`config.mk`:
```
export PLATFORM = sky130hd
export DESIGN_NAME = gdr_cell
export DESIGN_NICKNAME = d
export VERILOG_FILES = /design/src/rtl/gdr_pkg.sv /design/src/rtl/gdr_cell.sv
export SDC_FILE = /design/constraint.sdc
export NUM_CORES = 1
export LEC_CHECK = 0
export BUFFER_PORTS_ARGS = -buffer_cell sky130_fd_sc_hd__buf_4
export CAP_MARGIN = 40
export CORE_ASPECT_RATIO = 0.7
export CORE_MARGIN = 2
export CORE_UTILIZATION = 60
export DETAILED_ROUTE_END_ITERATION = 7
export GPL_TIMING_DRIVEN = 1
export PLACE_DENSITY = 0.85
export SLEW_MARGIN = 5
export SYNTH_ARGS = -nofsm -noshare
export SYNTH_HDL_FRONTEND = slang
export SYNTH_SLANG_ARGS = --single-unit
```
`constraint.sdc`:
```
create_clock -name clk -period 14.36 [get_ports clk]
set_input_delay 3.59 -clock clk [delete_from_list [all_inputs] [get_ports clk]]
set_output_delay 3.59 -clock clk [all_outputs]
set_load 0.05 [all_outputs]
```
`src/rtl/gdr_pkg.sv`:
```
`timescale 1ns / 1ps

package gdr_pkg;

  localparam int ETA_W = 11;
  localparam int PHI_W = 10;
  localparam int DIST_W = 20;
  localparam int CMD_W = 2;

  // Width of the sum of the two squares before the limit compare.
  localparam int SQE_W = 2 * ETA_W;
  localparam int SQP_W = 2 * PHI_W;
  localparam int SUM_W = SQE_W + 1;

  localparam int MAX_REFS_DEFAULT = 64;
  localparam logic [DIST_W-1:0] LIMIT_RESET = DIST_W'(4249);

  localparam logic [CMD_W-1:0] CMD_CLEAR = 2'd0;
  localparam logic [CMD_W-1:0] CMD_LOAD  = 2'd1;
  localparam logic [CMD_W-1:0] CMD_MATCH = 2'd2;

  // Query and best-so-far that travel down the row of cells.
  typedef struct packed {
    logic                    valid;
    logic signed [ETA_W-1:0] eta;
    logic [PHI_W-1:0]        phi;
    logic                    found;
    logic [DIST_W-1:0]       dsq;
  } gdr_token_t;

  // Commands broadcast to every cell; per-cell selects come alongside.
  typedef struct packed {
    logic                    clear;
    logic                    load;
    logic                    take;
    logic signed [ETA_W-1:0] eta;
    logic [PHI_W-1:0]        phi;
  } gdr_ctrl_t;

endpackage

```
`src/rtl/gdr_cell.sv`:
```
`timescale 1ns / 1ps

module gdr_cell #(
  parameter int IDX_W    = 6,
  parameter int CELL_IDX = 0
) (
  input  logic                      clk,
  input  logic                      rst,
  input  gdr_pkg::gdr_ctrl_t        ctrl,
  input  logic                      load_sel,
  input  logic                      take_sel,
  input  logic [gdr_pkg::DIST_W-1:0] limit,
  input  gdr_pkg::gdr_token_t       tok_in,
  input  logic [IDX_W-1:0]          idx_in,
  output gdr_pkg::gdr_token_t       tok_out,
  output logic [IDX_W-1:0]          idx_out
);
  import gdr_pkg::*;

  // Stored reference.
  logic signed [ETA_W-1:0] ref_eta;
  logic [PHI_W-1:0]        ref_phi;
  logic                    ref_valid;
  logic                    ref_taken;

  // First stage: the two squares.
  gdr_token_t       tok1;
  logic [IDX_W-1:0] idx1;
  logic [SQE_W-1:0] sqe;
  logic [SQP_W-1:0] sqp;

  logic signed [ETA_W:0] de;
  logic [ETA_W-1:0]      ae;
  logic [PHI_W-1:0]      dp;
  logic [PHI_W-1:0]      ap;
  logic [SUM_W-1:0]      sum;
  logic                  hit;

  always_comb begin
    de     = {tok_in.eta[ETA_W-1], tok_in.eta} - {ref_eta[ETA_W-1], ref_eta};
    // The eta gap is at most 2047 in magnitude, so it fits ETA_W bits.
    ae     = de[ETA_W] ? ETA_W'(~de + 1'b1) : de[ETA_W-1:0];
    // The phi difference wraps modulo 1024; its magnitude is at most 512.
    dp     = tok_in.phi - ref_phi;
    ap     = dp[PHI_W-1] ? (~dp + 1'b1) : dp;
  end

  always_comb begin
    sum = {1'b0, sqe} + SUM_W'(sqp);
    hit = tok1.valid && ref_valid && !ref_taken && (sum < SUM_W'(limit)) &&
          (!tok1.found || (sum < SUM_W'(tok1.dsq)));
  end

  always_ff @(posedge clk) begin
    if (rst) begin
      ref_valid     <= 1'b0;
      ref_taken     <= 1'b0;
      tok1.valid    <= 1'b0;
      tok_out.valid <= 1'b0;
    end else begin
      if (ctrl.clear) begin
        ref_valid <= 1'b0;
        ref_taken <= 1'b0;
      end else if (ctrl.load && load_sel) begin
        ref_valid <= 1'b1;
        ref_taken <= 1'b0;
      end else if (ctrl.take && take_sel) begin
        ref_taken <= 1'b1;
      end
      tok1.valid    <= tok_in.valid;
      tok_out.valid <= tok1.valid;
    end
    if (ctrl.load && load_sel) begin
      ref_eta <= ctrl.eta;
      ref_phi <= ctrl.phi;
    end
    tok1.eta   <= tok_in.eta;
    tok1.phi   <= tok_in.phi;
    tok1.found <= tok_in.found;
    tok1.dsq   <= tok_in.dsq;
    idx1       <= idx_in;
    sqe        <= {{ETA_W{1'b0}}, ae} * {{ETA_W{1'b0}}, ae};
    sqp        <= {{PHI_W{1'b0}}, ap} * {{PHI_W{1'b0}}, ap};
    tok_out.eta <= tok1.eta;
    tok_out.phi <= tok1.phi;
    if (hit) begin
      tok_out.found <= 1'b1;
      tok_out.dsq   <= sum[DIST_W-1:0];
      idx_out       <= IDX_W'(CELL_IDX);
    end else begin
      tok_out.found <= tok1.found;
      tok_out.dsq   <= tok1.dsq;
      idx_out       <= idx1;
    end
  end

endmodule

```
==> flow_metrics.env, run 1 <==
export IMPL_outcome="finished clean"
export IMPL_min_period_ns=11.58
export IMPL_synth_edf_count=21
export IMPL_yosysWarningCount=0
export IMPL_hold_class="flip-flop to flip-flop"
export IMPL_die_area_um2=22200
export IMPL_synth_fa_ha_area_frac=0.356
export IMPL_gp_congestion=0.929
export IMPL_synth_top_family_by_area="adder cells"
export IMPL_ios=146
export IMPL_synth_top_cells_by_area="dfxtp_1 (22%), fa_1 (18%), ha_1 (18%)"
export IMPL_die_w_um=177
export IMPL_routed_top_layer="met4"
export IMPL_yosys_most_used_dff="dfxtp_1"
export IMPL_ys_async_sr_fraction=0
export IMPL_drc=0
export IMPL_synth_xor_area_frac=0.0611
export IMPL_cts_buffers=17
export IMPL_cts_setup_buffers=0
export IMPL_drv_cap=0
export IMPL_end_kind="flip-flop"
export IMPL_worstPathRequired_ns=14.74
export IMPL_std_cell_rows=44
export IMPL_syn_area_um2=12600
export IMPL_avgViaCountPerCell=5.23
export IMPL_ys_seq_area_frac=0.272
export IMPL_clk_latency_ns=0.45
export IMPL_routedWlPerCell_um=15.0
export IMPL_drtIter0Drc=540
export IMPL_synth_area_leader_cell="dfxtp_1"
export IMPL_cts_sinks=161
export IMPL_drtAntennaViolNets=0
export IMPL_fin_nets=1857
export IMPL_maxSlewHeadroom=0.461
export IMPL_cp_endpoint="sqe[19]"
export IMPL_postCtsHoldBufs=0
export IMPL_dp_cells=1726
export IMPL_yosysTopAreaCellShare=0.222
export IMPL_slew_violations=0
export IMPL_crit_path_start="tok_in[31]"
export IMPL_rsz0062_at_grt="false"
export IMPL_synth_seq_cells=161
export IMPL_layout_drive_gt1_share=0.148
export IMPL_yosysUniqueCellTypes=67
export IMPL_clk_pin_slew_ns=0.08
export IMPL_cp_max_fo=11
export IMPL_multiInputGateArea_um2=8160
export IMPL_tritoncts="yes"
export IMPL_fill_cells=1533
export IMPL_io_buffers=145
export IMPL_regToRegStartpoint="ref_eta[0]"
export IMPL_ctsResizeCount=0
export IMPL_place_detailed_hpwl_mm=21.7
export IMPL_max_freq_mhz=86.4
export IMPL_grt_pass1_wl_mm=44.6
export IMPL_tns_ns=0
export IMPL_setup_viol=0
export IMPL_core_area_um2=20700
export IMPL_synth_most_common_cell="inv_1"
export IMPL_root_buffer="clkbuf_16"
export IMPL_first_global_vias=9637
export IMPL_dr_wl_met2_mm=11.5
export IMPL_htree_levels=4
export IMPL_crit_top_cell="fa_1"
export IMPL_synthMuxAreaShare=0.0235
export IMPL_worstMarginPinSlew_ns=0.805
export IMPL_crit_buf_inv=6
export IMPL_r2r_slack_ns=5.76
export IMPL_clockBufferDepth=2
export IMPL_drt_total_wl_mm=26.4
export IMPL_wl_met1_mm=12.3
export IMPL_grt_use_total=0.251
export IMPL_wl_met3_mm=2.18
export IMPL_hold_ws_ns=0.327
export IMPL_synth_avg_cell_area_um2=9.66
export IMPL_antenna_cells=0
export IMPL_syn_inst=1306
export IMPL_drt_pass1_iterations=7
export IMPL_skew_ns=0.0161
export IMPL_crit_family="adder cells"
export IMPL_synth_simple_area_share=0.115
export IMPL_yosys_top_cells_count="inv_1 (264), ha_1 (177), dfxtp_1 (140)"
export IMPL_area_delta_synth_final_pct=16.2
export IMPL_final_period_utilization=0.806
export IMPL_grt_max_degree=27
export IMPL_synth_compound_area_frac=0.0888
export IMPL_vias=9200
export IMPL_final_cell_count_no_fill=1758
export IMPL_worst_path_max_delay_cell="o41ai_1"
export IMPL_cp_depth=30
export IMPL_r2r_cells=28
export IMPL_antenna_found_initial=0
export IMPL_max_stage_delay_ns=0.76
export IMPL_hold_viol=0
export IMPL_regArea_um2=3430
export IMPL_grt_ovfl_total=0
export IMPL_arrival_ns=11.95
export IMPL_r2r_end="sqe[19]"
export IMPL_critical_path_class="input port to flip-flop"
export IMPL_die_height_um=125
export IMPL_worstSetupStartpointType="input port"
export IMPL_initial_utilization=0.610
[registers in the layout, summed over array words and instances, names as in the netlist, 6 cells and up]
name	cells
ref_phi	10
idx1	6
tok1	43
ref_eta	11
sqe	21
sqp	19
tok_out	43
idx_out	6
[cells by family after synthesis]
group                      after synthesis
and+or+nand+nor                        303
adders and majority gates              291
buffers and inverters                  274
AOI/OAI and AO/OA                      164
DFF                                    161
xor gates and xnor gates                88
muxes                                   23
other                                    2
[layout make-up]
cell class | count | share of cell area
Multi-Input combinational cell | 876 | 0.556
Sequential cell | 161 | 0.234
Timing Repair Buffer | 148 | 0.0763
Inverter | 265 | 0.0678
Clock buffer | 17 | 0.0290
Tap cell | 276 | 0.0235
Clock inverter | 15 | 0.0128
[metrics by stage]
step                setup WS (ns)   util  cell area [um2]
global route                 2.29  0.709            14700
global placement             2.75  0.678            14000
finish                       2.78  0.709            14700
floorplan                    3.49      -            12600
CTS                          2.86  0.709            14700
detailed placement           2.55  0.679            14100
[routing by layer]
layer | GRT usage | vias to the layer above
met5 | 0 | -
met4 | 0.0738 | 0
met3 | 0.0675 | 46
met2 | 0.391 | 314
met1 | 0.345 | 4300
li1 | - | 4540
[how the worst min path moves through the flow]
stage,startpoint,endpoint,slack [ns],cells after the start
2_1_floorplan,tok1[21],tok_out[21],0.31,0
3_3_place_gp,tok1[38],tok_out[38],0.31,0
3_5_place_dp,tok1[36],tok_out[36],0.31,0
4_1_cts,tok1[26],tok_out[26],0.33,0
5_1_grt,tok1[26],tok_out[26],0.33,0
6_report,tok1[27],tok_out[27],0.33,0
[cell usage in the layout, fill, tap and decap left out, types with 22 or more instances in the layout]
| cell | instances |
|---|---|
| nor2b_1 | 27 |
| dfxtp_1 | 140 |
| xor2_1 | 27 |
| o21ai_0 | 31 |
| inv_1 | 264 |
| xnor2_1 | 61 |
| nand2_1 | 62 |
| nor2_1 | 107 |
| a21oi_1 | 48 |
| buf_4 | 147 |
| a21o_1 | 22 |
| fa_1 | 114 |
| ha_1 | 177 |
Power of run 1 is not shown: default switching activity piles up to over one toggle a cycle in this logic, so the estimate is an artifact.
==> inputs of run 2 (changes only) <==
Clock period 14.36 ns to 11.39 ns, I/O delays scaled along.
==> run 2 against run 1 <==
Against the previous run: first-iteration DRC count increased by 25%; cell count increased by 0.17%; die area unchanged; via count increased by 1.3%; global-route usage increased by 0.21 points; wire length increased by 1.3%.
==> flow_metrics.env, run 2 (synthesis results as in run 1) <==
export IMPL_outcome="finished clean"
export IMPL_initial_utilization=0.610
export IMPL_die_w_um=177
export IMPL_worstPathRequired_ns=11.76
export IMPL_clk_pin_slew_ns=0.07
export IMPL_cts_sinks=161
export IMPL_htree_levels=4
export IMPL_die_height_um=125
export IMPL_avgViaCountPerCell=5.29
export IMPL_ctsResizeCount=0
export IMPL_max_freq_mhz=94.8
export IMPL_hold_viol=0
export IMPL_first_global_vias=9683
export IMPL_place_detailed_hpwl_mm=21.9
export IMPL_die_area_um2=22200
export IMPL_core_area_um2=20700
export IMPL_r2r_slack_ns=3.07
export IMPL_postCtsHoldBufs=0
export IMPL_io_buffers=145
export IMPL_antenna_found_initial=1
export IMPL_worstMarginPinSlew_ns=0.888
export IMPL_grt_max_degree=27
export IMPL_clk_latency_ns=0.44
export IMPL_reg_top3="tok1: 43 flops, tok_out: 43 flops, sqe: 21 flops"
export IMPL_worst_path_max_delay_cell="o41ai_1"
export IMPL_crit_top_cell="fa_1"
export IMPL_vias=9316
export IMPL_maxSlewHeadroom=0.406
export IMPL_fin_nets=1859
export IMPL_final_common_cell="inv_1"
export IMPL_max_stage_delay_ns=0.72
export IMPL_root_buffer="clkbuf_16"
export IMPL_min_period_ns=10.54
export IMPL_drt_pass1_iterations=5
export IMPL_worstSetupStartpointType="input port"
export IMPL_cts_buffers=17
export IMPL_rsz0062_at_grt="false"
export IMPL_drtAntennaViolNets=0
export IMPL_area_delta_synth_final_pct=16.4
export IMPL_hold_class="flip-flop to flip-flop"
export IMPL_routedWlPerCell_um=15.2
export IMPL_clockBufferDepth=2
export IMPL_gp_congestion=0.954
export IMPL_critical_path_class="input port to flip-flop"
export IMPL_skew_ns=0.0102
export IMPL_layout_drive_gt1_share=0.149
export IMPL_final_period_utilization=0.926
export IMPL_arrival_ns=10.92
export IMPL_setup_viol=0
export IMPL_grt_use_total=0.253
export IMPL_tritoncts="yes"
export IMPL_cts_setup_buffers=0
export IMPL_mostFrequentLayoutCells="inv_1 (264), ha_1 (177), buf_4 (149)"
export IMPL_drv_cap=0
export IMPL_grt_ovfl_total=0
export IMPL_drc=0
export IMPL_ios=146
export IMPL_drt_total_wl_mm=26.8
export IMPL_tns_ns=0
export IMPL_slew_violations=0
export IMPL_grt_pass1_wl_mm=44.8
export IMPL_cp_max_fo=11
export IMPL_std_cell_rows=44
export IMPL_end_kind="flip-flop"
export IMPL_drtIter0Drc=674
[run 2: cell count changes in the layout (fill, tap and decap cells not counted), sizes merged]
cell / change
diode: +1
clkinv: +2
buf: +2
inv: -2
[run 2: routing by layer]
metal	part of all wire	GRT usage
met1	0.47	0.348
met2	0.44	0.399
met3	0.080	0.0693
met4	0.012	0.0632
met5	0	0
[run 2: worst paths after layout]
| path | from | to | cells after the start |
|---|---|---|---|
| max | tok_in[31] | sqe[19] | 31 |
| max reg2reg | ref_eta[0] | sqe[19] | 29 |
| min reg2reg | tok1[29] | tok_out[29] | 0 |
| min | tok1[29] | tok_out[29] | 0 |
[run 2: area by class of cell]
class	count	area, um2
multi-input combinational	876	8160
clock buffer	17	425
inverter	265	995
sequential	161	3430
fill	1510	6010
clock inverter	15	195
timing repair buffer	150	1130
antenna	1	2.50
tap	276	345
[run 2: worst max-delay path, delay by kind of cell]
family	cells	cell delay, ns
adder cells (fa/ha/maj)	8	3.42
AND/OR/NAND/NOR	5	1.56
AO/OA/AOI/OAI	8	2.11
buffers and inverters	7	0.55
XOR/XNOR	3	0.42
[run 2: stage by stage]
step           cell area (um2)  instances  worst slack (ns)  utilization  hold slack [ns]
5_1_grt                  14700       1760             0.234        0.710            0.330
2_1_floorplan            12600       1311              1.26            -            0.310
3_3_place_gp             14100       1727             0.811        0.679            0.310
3_5_place_dp             14100       1728             0.397        0.680            0.313
6_report                 14700       1761             0.845        0.710            0.325
4_1_cts                  14700       1760             0.867        0.710            0.325
Power of run 2 is left out for the same reason.
